===== src/rtl/core/mof_pkg.sv =====
package mof_pkg;

   // Field widths
   localparam int WheelWidth  = 20;
   localparam int ImuWidth    = 24;
   localparam int SpeedWidth  = 32;
   localparam int ScaleWidth  = 32;
   localparam int GainWidth   = 17;
   localparam int CsrIdxWidth = 3;
   localparam int CsrDatWidth = 32;

   // Datapath widths
   localparam int SumWidth    = WheelWidth + 3;
   localparam int OpWidth     = SpeedWidth + 1;
   localparam int ProdWidth   = 56;
   localparam int AccWidth    = 48;
   localparam int StepWidth   = 4;

   // Register indexes
   localparam logic [CsrIdxWidth-1:0] CSR_LINEAR_SCALE  = 3'd0;
   localparam logic [CsrIdxWidth-1:0] CSR_ANGULAR_SCALE = 3'd1;
   localparam logic [CsrIdxWidth-1:0] CSR_GYRO_SCALE    = 3'd2;
   localparam logic [CsrIdxWidth-1:0] CSR_ACCEL_STEP    = 3'd3;
   localparam logic [CsrIdxWidth-1:0] CSR_DRIFT_GAIN    = 3'd4;
   localparam logic [CsrIdxWidth-1:0] CSR_LINEAR_BLEND  = 3'd5;
   localparam logic [CsrIdxWidth-1:0] CSR_ANGULAR_BLEND = 3'd6;
   localparam logic [CsrIdxWidth-1:0] CSR_SMOOTHING     = 3'd7;

   // Register reset values
   localparam logic [ScaleWidth-1:0] LINEAR_SCALE_RST  = 32'd22548;
   localparam logic [ScaleWidth-1:0] ANGULAR_SCALE_RST = 32'd3229277;
   localparam logic [ScaleWidth-1:0] GYRO_SCALE_RST    = 32'd961263669;
   localparam logic [ScaleWidth-1:0] ACCEL_STEP_RST    = 32'd4294967;
   localparam logic [GainWidth-1:0]  DRIFT_GAIN_RST    = 17'd1311;
   localparam logic [GainWidth-1:0]  LINEAR_BLEND_RST  = 17'd3277;
   localparam logic [GainWidth-1:0]  ANGULAR_BLEND_RST = 17'd52429;
   localparam logic [GainWidth-1:0]  SMOOTHING_RST     = 17'd19661;
   localparam logic [GainWidth-1:0]  GAIN_ONE          = 17'd65536;

   typedef enum logic [2:0] {
      OPA_SX, OPA_SY, OPA_SW, OPA_GZ, OPA_AX, OPA_AY, OPA_DIFF
   } opa_sel_type;

   typedef enum logic [2:0] {
      COEF_LINEAR, COEF_ANGULAR, COEF_GYRO, COEF_STEP,
      COEF_DRIFT, COEF_LBLEND, COEF_ABLEND, COEF_SMOOTH
   } coef_sel_type;

   typedef enum logic [3:0] {
      REG_ZERO, REG_ENC_X, REG_ENC_Y, REG_ENC_W, REG_GYRO,
      REG_INER_X, REG_INER_Y, REG_SMOOTH_X, REG_SMOOTH_Y, REG_SMOOTH_W
   } reg_sel_type;

   typedef enum logic [1:0] {
      SHIFT_10, SHIFT_16, SHIFT_24, SHIFT_32
   } shift_sel_type;

   typedef enum logic {
      SEQ_NEXT, SEQ_END
   } seq_op_type;

   typedef enum logic {
      ST_IDLE, ST_RUN
   } fsm_state_type;

   // One control word: multiply fields for this step, write-back fields
   // for the product registered in the step before
   typedef struct packed {
      logic          mul_en;
      opa_sel_type   opa;
      reg_sel_type   minuend;
      reg_sel_type   subtrahend;
      coef_sel_type  coef;
      logic          wb_en;
      shift_sel_type shift;
      reg_sel_type   base;
      reg_sel_type   dest;
      seq_op_type    seq;
   } ctl_word_type;

   function automatic ctl_word_type uop(
      input logic          mul_en,
      input opa_sel_type   opa,
      input reg_sel_type   minuend,
      input reg_sel_type   subtrahend,
      input coef_sel_type  coef,
      input logic          wb_en,
      input shift_sel_type shift,
      input reg_sel_type   base,
      input reg_sel_type   dest,
      input seq_op_type    seq
   );
      ctl_word_type w;
      w.mul_en     = mul_en;
      w.opa        = opa;
      w.minuend    = minuend;
      w.subtrahend = subtrahend;
      w.coef       = coef;
      w.wb_en      = wb_en;
      w.shift      = shift;
      w.base       = base;
      w.dest       = dest;
      w.seq        = seq;
      return w;
   endfunction

   // Program store: encoder speeds, gyro, integrators, blends, low-pass
   function automatic ctl_word_type microcode(input logic [StepWidth-1:0] step);
      ctl_word_type w;
      unique case (step)
         4'd0:  w = uop(1'b1, OPA_SX, REG_ZERO, REG_ZERO, COEF_LINEAR,
                        1'b0, SHIFT_10, REG_ZERO, REG_ZERO, SEQ_NEXT);
         4'd1:  w = uop(1'b1, OPA_SY, REG_ZERO, REG_ZERO, COEF_LINEAR,
                        1'b1, SHIFT_10, REG_ZERO, REG_ENC_X, SEQ_NEXT);
         4'd2:  w = uop(1'b1, OPA_SW, REG_ZERO, REG_ZERO, COEF_ANGULAR,
                        1'b1, SHIFT_10, REG_ZERO, REG_ENC_Y, SEQ_NEXT);
         4'd3:  w = uop(1'b1, OPA_GZ, REG_ZERO, REG_ZERO, COEF_GYRO,
                        1'b1, SHIFT_10, REG_ZERO, REG_ENC_W, SEQ_NEXT);
         4'd4:  w = uop(1'b1, OPA_AX, REG_ZERO, REG_ZERO, COEF_STEP,
                        1'b1, SHIFT_24, REG_ZERO, REG_GYRO, SEQ_NEXT);
         4'd5:  w = uop(1'b1, OPA_AY, REG_ZERO, REG_ZERO, COEF_STEP,
                        1'b1, SHIFT_32, REG_INER_X, REG_INER_X, SEQ_NEXT);
         4'd6:  w = uop(1'b1, OPA_DIFF, REG_ENC_X, REG_INER_X, COEF_DRIFT,
                        1'b1, SHIFT_32, REG_INER_Y, REG_INER_Y, SEQ_NEXT);
         4'd7:  w = uop(1'b1, OPA_DIFF, REG_ENC_Y, REG_INER_Y, COEF_DRIFT,
                        1'b1, SHIFT_16, REG_INER_X, REG_INER_X, SEQ_NEXT);
         4'd8:  w = uop(1'b1, OPA_DIFF, REG_INER_X, REG_ENC_X, COEF_LBLEND,
                        1'b1, SHIFT_16, REG_INER_Y, REG_INER_Y, SEQ_NEXT);
         4'd9:  w = uop(1'b1, OPA_DIFF, REG_INER_Y, REG_ENC_Y, COEF_LBLEND,
                        1'b1, SHIFT_16, REG_ENC_X, REG_ENC_X, SEQ_NEXT);
         4'd10: w = uop(1'b1, OPA_DIFF, REG_GYRO, REG_ENC_W, COEF_ABLEND,
                        1'b1, SHIFT_16, REG_ENC_Y, REG_ENC_Y, SEQ_NEXT);
         4'd11: w = uop(1'b1, OPA_DIFF, REG_ENC_X, REG_SMOOTH_X, COEF_SMOOTH,
                        1'b1, SHIFT_16, REG_ENC_W, REG_ENC_W, SEQ_NEXT);
         4'd12: w = uop(1'b1, OPA_DIFF, REG_ENC_Y, REG_SMOOTH_Y, COEF_SMOOTH,
                        1'b1, SHIFT_16, REG_SMOOTH_X, REG_SMOOTH_X, SEQ_NEXT);
         4'd13: w = uop(1'b1, OPA_DIFF, REG_ENC_W, REG_SMOOTH_W, COEF_SMOOTH,
                        1'b1, SHIFT_16, REG_SMOOTH_Y, REG_SMOOTH_Y, SEQ_NEXT);
         4'd14: w = uop(1'b0, OPA_DIFF, REG_ZERO, REG_ZERO, COEF_SMOOTH,
                        1'b1, SHIFT_16, REG_SMOOTH_W, REG_SMOOTH_W, SEQ_NEXT);
         4'd15: w = uop(1'b0, OPA_DIFF, REG_ZERO, REG_ZERO, COEF_SMOOTH,
                        1'b0, SHIFT_16, REG_ZERO, REG_ZERO, SEQ_END);
      endcase
      return w;
   endfunction

   // Limit a Q1.16 gain to one
   function automatic logic [GainWidth-1:0] gain_clamp(input logic [GainWidth-1:0] g);
      return (g > GAIN_ONE) ? GAIN_ONE : g;
   endfunction

endpackage


===== src/rtl/core/mecanum_odometry_fusion.sv =====
// Channel   Direction  Handshake              Payload
// req_      in         req_valid / req_stall  four wheel speeds, gyro_z, accel_x, accel_y
// rsp_      out        rsp_valid / rsp_stall  speed_forward, speed_lateral, speed_rotation
// csr_      in         csr_write              csr_index, csr_data
//
// A result is valid once its transaction has run through sixteen program
// steps, fourteen of which go through the single shared 33x33 multiplier followed
// by a round, add and saturate stage. No transaction is taken while one runs.
// Reset (synchronous) restores the register defaults and clears the filter state.
// A stalled result holds the sequencer on its final step; a new transaction is
// taken in the cycle after the result has been loaded into the output register.
module mecanum_odometry_fusion (
   input  logic                                   clock,
   input  logic                                   reset,
   input  logic                                   req_valid,
   output logic                                   req_stall,
   input  logic signed [mof_pkg::WheelWidth-1:0]  req_wheel_left_front,
   input  logic signed [mof_pkg::WheelWidth-1:0]  req_wheel_right_front,
   input  logic signed [mof_pkg::WheelWidth-1:0]  req_wheel_left_back,
   input  logic signed [mof_pkg::WheelWidth-1:0]  req_wheel_right_back,
   input  logic signed [mof_pkg::ImuWidth-1:0]    req_gyro_z,
   input  logic signed [mof_pkg::ImuWidth-1:0]    req_accel_x,
   input  logic signed [mof_pkg::ImuWidth-1:0]    req_accel_y,
   output logic                                   rsp_valid,
   input  logic                                   rsp_stall,
   output logic signed [mof_pkg::SpeedWidth-1:0]  rsp_speed_forward,
   output logic signed [mof_pkg::SpeedWidth-1:0]  rsp_speed_lateral,
   output logic signed [mof_pkg::SpeedWidth-1:0]  rsp_speed_rotation,
   input  logic                                   csr_write,
   input  logic [mof_pkg::CsrIdxWidth-1:0]        csr_index,
   input  logic [mof_pkg::CsrDatWidth-1:0]        csr_data
);
   import mof_pkg::*;

   localparam logic signed [AccWidth-1:0] SatMax = AccWidth'(64'sd2147483647);
   localparam logic signed [AccWidth-1:0] SatMin = -AccWidth'(64'sd2147483648);

   // Configuration registers
   logic [ScaleWidth-1:0] linear_scale_ff, angular_scale_ff, gyro_scale_ff, accel_step_ff;
   logic [GainWidth-1:0]  drift_gain_ff, linear_blend_ff, angular_blend_ff, smoothing_ff;

   // Sequencer
   fsm_state_type         state_ff, state_in;
   logic [StepWidth-1:0]  step_ff, step_in;
   ctl_word_type          ctl;
   logic                  accept, exec, slot_free, rsp_load;
   logic                  rsp_valid_ff, rsp_valid_in;

   // Captured transaction
   logic signed [SumWidth-1:0] sx_ff, sy_ff, sw_ff, sx_in, sy_in, sw_in;
   logic signed [ImuWidth-1:0] gz_ff, ax_ff, ay_ff;
   logic signed [SumWidth-1:0] lf, rf, lb, rb;

   // Working and state registers
   logic signed [SpeedWidth-1:0] enc_x_ff, enc_y_ff, enc_w_ff, gyro_ff;
   logic signed [SpeedWidth-1:0] enc_x_in, enc_y_in, enc_w_in, gyro_in;
   logic signed [SpeedWidth-1:0] iner_x_ff, iner_y_ff, iner_x_in, iner_y_in;
   logic signed [SpeedWidth-1:0] smooth_x_ff, smooth_y_ff, smooth_w_ff;
   logic signed [SpeedWidth-1:0] smooth_x_in, smooth_y_in, smooth_w_in;
   logic signed [SpeedWidth-1:0] rsp_x_ff, rsp_y_ff, rsp_w_ff;

   // Datapath
   logic signed [SpeedWidth-1:0] minuend_val, subtrahend_val, base_val;
   logic signed [OpWidth-1:0]    opa_val, coef_val;
   logic signed [2*OpWidth-1:0]  prod;
   logic signed [ProdWidth-1:0]  prod_ff, prod_in, bias, rounded, shifted;
   logic signed [AccWidth-1:0]   acc;
   logic signed [SpeedWidth-1:0] wb_val;

   function automatic logic signed [SpeedWidth-1:0] reg_read(input reg_sel_type sel);
      logic signed [SpeedWidth-1:0] v;
      unique case (sel)
         REG_ENC_X:    v = enc_x_ff;
         REG_ENC_Y:    v = enc_y_ff;
         REG_ENC_W:    v = enc_w_ff;
         REG_GYRO:     v = gyro_ff;
         REG_INER_X:   v = iner_x_ff;
         REG_INER_Y:   v = iner_y_ff;
         REG_SMOOTH_X: v = smooth_x_ff;
         REG_SMOOTH_Y: v = smooth_y_ff;
         REG_SMOOTH_W: v = smooth_w_ff;
         default:      v = '0;
      endcase
      return v;
   endfunction

   // Write configuration registers
   always_ff @(posedge clock) begin
      if (reset) begin
         linear_scale_ff  <= LINEAR_SCALE_RST;
         angular_scale_ff <= ANGULAR_SCALE_RST;
         gyro_scale_ff    <= GYRO_SCALE_RST;
         accel_step_ff    <= ACCEL_STEP_RST;
         drift_gain_ff    <= DRIFT_GAIN_RST;
         linear_blend_ff  <= LINEAR_BLEND_RST;
         angular_blend_ff <= ANGULAR_BLEND_RST;
         smoothing_ff     <= SMOOTHING_RST;
      end else if (csr_write) begin
         unique case (csr_index)
            CSR_LINEAR_SCALE:  linear_scale_ff  <= csr_data;
            CSR_ANGULAR_SCALE: angular_scale_ff <= csr_data;
            CSR_GYRO_SCALE:    gyro_scale_ff    <= csr_data;
            CSR_ACCEL_STEP:    accel_step_ff    <= csr_data;
            CSR_DRIFT_GAIN:    drift_gain_ff    <= csr_data[GainWidth-1:0];
            CSR_LINEAR_BLEND:  linear_blend_ff  <= csr_data[GainWidth-1:0];
            CSR_ANGULAR_BLEND: angular_blend_ff <= csr_data[GainWidth-1:0];
            CSR_SMOOTHING:     smoothing_ff     <= csr_data[GainWidth-1:0];
         endcase
      end
   end

   // Fetch the control word of the current step
   assign ctl       = microcode(step_ff);
   assign slot_free = !rsp_valid_ff || !rsp_stall;

   // Next state
   always_comb begin
      state_in = state_ff;
      unique case (state_ff)
         ST_IDLE: begin
            if (req_valid) state_in = ST_RUN;
         end
         ST_RUN: begin
            if (ctl.seq == SEQ_END && slot_free) state_in = ST_IDLE;
         end
      endcase
   end

   // Sequencer outputs
   always_comb begin
      req_stall = (state_ff != ST_IDLE);
      exec      = (state_ff == ST_RUN);
      accept    = req_valid && (state_ff == ST_IDLE);
      rsp_load  = exec && (ctl.seq == SEQ_END) && slot_free;
   end

   // Advance the step; hold on the final step while the output is blocked
   always_comb begin
      step_in = step_ff;
      if (!exec) begin
         step_in = '0;
      end else if (ctl.seq == SEQ_END) begin
         if (slot_free) step_in = '0;
      end else begin
         step_in = step_ff + StepWidth'(1);
      end
   end

   assign rsp_valid_in = rsp_load || (rsp_valid_ff && rsp_stall);

   always_ff @(posedge clock) begin
      if (reset) begin
         state_ff     <= ST_IDLE;
         step_ff      <= '0;
         rsp_valid_ff <= 1'b0;
      end else begin
         state_ff     <= state_in;
         step_ff      <= step_in;
         rsp_valid_ff <= rsp_valid_in;
      end
   end

   // Form wheel sums, right-side wheels negated
   always_comb begin
      lf    = SumWidth'(req_wheel_left_front);
      rf    = -SumWidth'(req_wheel_right_front);
      lb    = SumWidth'(req_wheel_left_back);
      rb    = -SumWidth'(req_wheel_right_back);
      sx_in = lf + rf + lb + rb;
      sy_in = -lf + rf + lb - rb;
      sw_in = -lf + rf - lb + rb;
   end

   // Capture the transaction
   always_ff @(posedge clock) begin
      if (accept) begin
         sx_ff <= sx_in;
         sy_ff <= sy_in;
         sw_ff <= sw_in;
         gz_ff <= req_gyro_z;
         ax_ff <= req_accel_x;
         ay_ff <= req_accel_y;
      end
   end

   // Select multiplier operands
   always_comb begin
      minuend_val    = reg_read(ctl.minuend);
      subtrahend_val = reg_read(ctl.subtrahend);
      unique case (ctl.opa)
         OPA_SX:   opa_val = OpWidth'(sx_ff);
         OPA_SY:   opa_val = OpWidth'(sy_ff);
         OPA_SW:   opa_val = OpWidth'(sw_ff);
         OPA_GZ:   opa_val = OpWidth'(gz_ff);
         OPA_AX:   opa_val = OpWidth'(ax_ff);
         OPA_AY:   opa_val = OpWidth'(ay_ff);
         OPA_DIFF: opa_val = OpWidth'(minuend_val) - OpWidth'(subtrahend_val);
         default:  opa_val = '0;
      endcase
      unique case (ctl.coef)
         COEF_LINEAR:  coef_val = {1'b0, linear_scale_ff};
         COEF_ANGULAR: coef_val = {1'b0, angular_scale_ff};
         COEF_GYRO:    coef_val = {1'b0, gyro_scale_ff};
         COEF_STEP:    coef_val = {1'b0, accel_step_ff};
         COEF_DRIFT:   coef_val = OpWidth'(gain_clamp(drift_gain_ff));
         COEF_LBLEND:  coef_val = OpWidth'(gain_clamp(linear_blend_ff));
         COEF_ABLEND:  coef_val = OpWidth'(gain_clamp(angular_blend_ff));
         COEF_SMOOTH:  coef_val = OpWidth'(gain_clamp(smoothing_ff));
      endcase
      prod    = opa_val * coef_val;
      prod_in = $signed(prod[ProdWidth-1:0]);
   end

   // Register the product
   always_ff @(posedge clock) begin
      if (exec && ctl.mul_en) prod_ff <= prod_in;
   end

   // Round half up, add base, saturate
   always_comb begin
      unique case (ctl.shift)
         SHIFT_10: bias = ProdWidth'(1) <<< 9;
         SHIFT_16: bias = ProdWidth'(1) <<< 15;
         SHIFT_24: bias = ProdWidth'(1) <<< 23;
         SHIFT_32: bias = ProdWidth'(1) <<< 31;
      endcase
      rounded = prod_ff + bias;
      unique case (ctl.shift)
         SHIFT_10: shifted = rounded >>> 10;
         SHIFT_16: shifted = rounded >>> 16;
         SHIFT_24: shifted = rounded >>> 24;
         SHIFT_32: shifted = rounded >>> 32;
      endcase
      base_val = reg_read(ctl.base);
      acc      = AccWidth'(base_val) + AccWidth'(shifted);
      if (acc > SatMax) begin
         wb_val = SatMax[SpeedWidth-1:0];
      end else if (acc < SatMin) begin
         wb_val = SatMin[SpeedWidth-1:0];
      end else begin
         wb_val = acc[SpeedWidth-1:0];
      end
   end

   // Steer the write-back
   always_comb begin
      enc_x_in    = enc_x_ff;
      enc_y_in    = enc_y_ff;
      enc_w_in    = enc_w_ff;
      gyro_in     = gyro_ff;
      iner_x_in   = iner_x_ff;
      iner_y_in   = iner_y_ff;
      smooth_x_in = smooth_x_ff;
      smooth_y_in = smooth_y_ff;
      smooth_w_in = smooth_w_ff;
      if (exec && ctl.wb_en) begin
         unique case (ctl.dest)
            REG_ENC_X:    enc_x_in    = wb_val;
            REG_ENC_Y:    enc_y_in    = wb_val;
            REG_ENC_W:    enc_w_in    = wb_val;
            REG_GYRO:     gyro_in     = wb_val;
            REG_INER_X:   iner_x_in   = wb_val;
            REG_INER_Y:   iner_y_in   = wb_val;
            REG_SMOOTH_X: smooth_x_in = wb_val;
            REG_SMOOTH_Y: smooth_y_in = wb_val;
            REG_SMOOTH_W: smooth_w_in = wb_val;
            default: ;
         endcase
      end
   end

   // Working registers
   always_ff @(posedge clock) begin
      enc_x_ff <= enc_x_in;
      enc_y_ff <= enc_y_in;
      enc_w_ff <= enc_w_in;
      gyro_ff  <= gyro_in;
   end

   // Filter state
   always_ff @(posedge clock) begin
      if (reset) begin
         iner_x_ff   <= '0;
         iner_y_ff   <= '0;
         smooth_x_ff <= '0;
         smooth_y_ff <= '0;
         smooth_w_ff <= '0;
      end else begin
         iner_x_ff   <= iner_x_in;
         iner_y_ff   <= iner_y_in;
         smooth_x_ff <= smooth_x_in;
         smooth_y_ff <= smooth_y_in;
         smooth_w_ff <= smooth_w_in;
      end
   end

   // Output register
   always_ff @(posedge clock) begin
      if (rsp_load) begin
         rsp_x_ff <= smooth_x_ff;
         rsp_y_ff <= smooth_y_ff;
         rsp_w_ff <= smooth_w_ff;
      end
   end

   assign rsp_valid          = rsp_valid_ff;
   assign rsp_speed_forward  = rsp_x_ff;
   assign rsp_speed_lateral  = rsp_y_ff;
   assign rsp_speed_rotation = rsp_w_ff;

endmodule


===== config.mk =====
export PLATFORM = sky130hd
export DESIGN_NAME = mecanum_odometry_fusion
export DESIGN_NICKNAME = d
export VERILOG_FILES = /design/src/rtl/core/mof_pkg.sv /design/src/rtl/core/mecanum_odometry_fusion.sv
export SDC_FILE = /design/constraint.sdc
export NUM_CORES = 2
export LEC_CHECK = 0
export ABC_AREA = 0
export BUFFER_PORTS_ARGS = -buffer_cell sky130_fd_sc_hd__buf_2
export CAP_MARGIN = 20
export CORE_MARGIN = 3
export CORE_UTILIZATION = 35
export DETAILED_ROUTE_END_ITERATION = 12
export SYNTH_ARGS = -nofsm -noshare
export SYNTH_HDL_FRONTEND = slang
export SYNTH_SLANG_ARGS = --single-unit

===== constraint.sdc =====
create_clock -name clock -period 15.7 [get_ports clock]
set_input_delay 3.14 -clock clock [delete_from_list [all_inputs] [get_ports clock]]
set_output_delay 3.14 -clock clock [all_outputs]
set_load 0.01 [all_outputs]

==> results.md <==
- Vias per cell: 5.55
- Setup violators final: 0
- Share of layout cells above drive strength 1: approximately a tenth
- Root buffer cell: clkbuf_16
- Ys flop type: edfxtp_1
- Biggest register: prod_ff
- Final GP Congestion: approximately 1
- Num Clock Sinks: 799
- Remaining DRCs: 0
- Synthesized area per cell: 9.30 µm²
- Post-Syn Instances: around 8,600
- Via count: about 65,000
- CP Launch Type: flip-flop
- Worst-skew pair later-pin latency: 740 ps
- Clock Path Buffers: 3
- Routed Antenna Nets: 0
- Critical Path RT: ~16,000 ps
- Syn nets: 10,200
- Initial antenna violation count: 24
- Die span in y: 483 µm
- Min cycle time layout: between 10,000 and 15,000 ps
- Final worst slack: 1650 ps
- Core Footprint: 0.225 mm²
- Final Net Count: 10,300
- CP startpoint: ctl[15]
- Vias in the first global route: 67,000
- Min-Delay Path Class: reg2reg
- Row count: 174
- Area Overhead vs Synth: 10.9%
- Setup Crit Path Kind: reg2reg
- Total GRT Usage: between 20 and 25%
- CTS hold repair buffers: 0
- IO buf count: ~290
- Max FFs per register: 47
- Layout Skew: 47.3 ps
- CTS Buf Count: just over 90
- Clk slew on worst S/H paths: 70 ps
- Hold Slack: 449 ps
- CTS tree: yes
- Ratio of final minimum period to clock period: between 80% and 90%
- WL/cell: 24.1 µm
- Top Family by Delay on Critical Path: adder cells
- Total gr overflow: 0
- Crit end category: flip-flop
- CP arrival: roughly 15,000 ps
- CP max-delay cell: a221o_1
- Worst path buffer plus inverter count: 6
- Worst Path Max Fanout: 16
- Fin. max-slew vios: 0
- Hold_sp: linear_scale_ff[23]
- Worst r2r src: ctl[15]
- CP most frequent cell: fa_1
- Detailed Route Iter0 Violations: 7,223
- Largest net degree at the start of global routing: 146
- Netlist Area Pre-Place: 0.0796 mm²
- Starting density of the core: 35.3%
- YS warnings: 0
- Synth async-reset ratio: 0%
- Post-synth EDFFs: ~410
- Depth of the CTS H-tree: 3
- DRT Wirelength: 283,000 µm
- Area of the die: 0.233 mm²
- Sequential area share after synthesis: 25.3%
- Pre-CTS setup slack: 2010 ps
- Hpwl dp: ~210,000 µm
- Post-CTS setup buffers: 0
- First-pass DRT Iterations: 10
- Max-slew headroom: about a fifth
- Max Fclk: around 0.071 GHz
- Count of final hold-check violations: 0
- Setup TNS: 0 ps
- Worst-Margin Slew: about 1200 ps
- Post-synth cell types: between 90 and 100
- Crit path largest cell delay: approximately 910 ps
- I/O pins: 290
- Die width: 483 µm
- Yosys reg bits: about 800
- Maxcap violations: 0
- First-pass GRT wire length: around 420,000 µm
- RSZ-0062 raised after global routing: false
- Status: complete, no violations
- Cts repair resizes: 0
==> layout make-up <==
type	instances	area, µm²
multi-input combinational	5969	53200
clock inverter	58	658
tap	2992	3740
sequential	799	20100
inverter	1325	4970
antenna	12	30.0
timing repair buffer	469	2860
clock buffer	115	2600
fill	22400	137000
==> layer usage <==
metal | global-route usage (%) | routed length (µm)
met2 | 37.7 | 125000
met1 | 31.2 | 112000
met4 | 10.5 | 14700
met3 | 6.33 | 30500
met5 | 0.143 | 130
==> metrics by stage <==
step | instances | area, µm² | utilization (%)
after floorplan | 8553 | 79600 | -
after global placement | 11500 | 84800 | 37.6
after detailed placement | 11600 | 84900 | 37.7
after CTS | 11700 | 88100 | 39.1
after global routing | 11700 | 88200 | 39.1
final | 11700 | 88200 | 39.1
==> cells by family (layout without fill, tap and decap cells) <==
| group | count (synthesis) | after routing | share of synthesized area, % |
|---|---|---|---|
| other cells | 0 | 12 | 0 |
| compound gates | 1446 | 1446 | 13.0 |
| simple gates | 2637 | 2637 | 14.6 |
| xor+xnor | 282 | 282 | 3.14 |
| mux | 172 | 172 | 2.82 |
| fa+ha+maj | 1432 | 1432 | 32.7 |
| buf+inv | 1785 | 1967 | 8.52 |
| flops | 799 | 799 | 25.3 |
==> worst reg2reg max path: cells and delay by family, from the launching register on <==
family | cells | cell delay (ps)
adder cells (fa/ha/maj) | 11 | 5260
AO/OA/AOI/OAI | 18 | 4960
AND/OR/NAND/NOR | 8 | 1950
XOR/XNOR | 2 | 710
flip-flops | 1 | 620
buffers and inverters | 6 | 330
==> path summary, 6_finish.rpt <==
kind | to | slack, ps | cells after the start
setup / recovery | prod_ff[49] | 1650 | 45
hold / removal | linear_scale_ff[23] | 450 | 2
setup reg to reg | prod_ff[49] | 1650 | 45
hold reg to reg | linear_scale_ff[23] | 450 | 2
==> Yosys cell counts, types with 12 or more instances <==
cell | count | area [µm²]
or3_1 | 25 | 156
nand3b_1 | 81 | 608
and3_1 | 34 | 213
a22oi_1 | 135 | 1010
nor2_1 | 844 | 3170
o211ai_1 | 16 | 120
fa_1 | 1081 | 21600
or2_2 | 16 | 100
ha_1 | 351 | 4390
o32ai_1 | 16 | 140
dfxtp_1 | 387 | 7750
edfxtp_1 | 412 | 12400
nand2_1 | 1092 | 4100
xor2_1 | 88 | 771
nor2b_1 | 82 | 513
o22ai_1 | 17 | 106
nand2b_1 | 87 | 544
mux4_2 | 38 | 856
nor3b_1 | 12 | 90.1
nand4_1 | 24 | 150
nor3_1 | 72 | 360
o21a_1 | 27 | 203
o21ai_0 | 194 | 971
a221o_1 | 15 | 150
a21oi_4 | 20 | 325
clkbuf_1 | 400 | 1500
and2_1 | 66 | 413
a21oi_1 | 361 | 1810
a222oi_1 | 49 | 490
o21bai_1 | 18 | 135
buf_1 | 26 | 97.6
mux2i_1 | 96 | 961
inv_1 | 1320 | 4950
mux2_2 | 38 | 428
o31ai_1 | 16 | 120
a211oi_1 | 171 | 1280
a21boi_0 | 17 | 128
nand3_1 | 140 | 701
xnor2_1 | 192 | 1680
clkbuf_2 | 17 | 85.1
a22o_1 | 93 | 815
a21o_1 | 75 | 563
nor4_1 | 22 | 138
a221oi_1 | 81 | 709
==> cells in the final DEF, fill, tap and decap left out, types with 22 or more instances in the layout <==
cell / netlist / final
inv_1: 1320 / 1320
nand2_1: 1092 / 1089
fa_1: 1081 / 1081
nor2_1: 844 / 830
edfxtp_1: 412 / 412
dfxtp_1: 387 / 378
a21oi_1: 361 / 358
ha_1: 351 / 351
buf_2: 9 / 288
o21ai_0: 194 / 192
xnor2_1: 192 / 192
buf_4: 4 / 176
a211oi_1: 171 / 162
nand3_1: 140 / 140
a22oi_1: 135 / 135
clkbuf_16: 0 / 99
mux2i_1: 96 / 96
a22o_1: 93 / 93
xor2_1: 88 / 88
nand2b_1: 87 / 87
nor2b_1: 82 / 81
nand3b_1: 81 / 81
a21o_1: 75 / 75
a221oi_1: 81 / 71
and2_1: 66 / 64
nor3_1: 72 / 58
a222oi_1: 49 / 49
mux2_2: 38 / 38
mux4_2: 38 / 38
and3_1: 34 / 34
o21a_1: 27 / 27
or3_1: 25 / 25
nand4_1: 24 / 24
nor4_1: 22 / 22
Power is not shown: default switching activity piles up to over one toggle a cycle in this logic, so the estimate is an artifact.
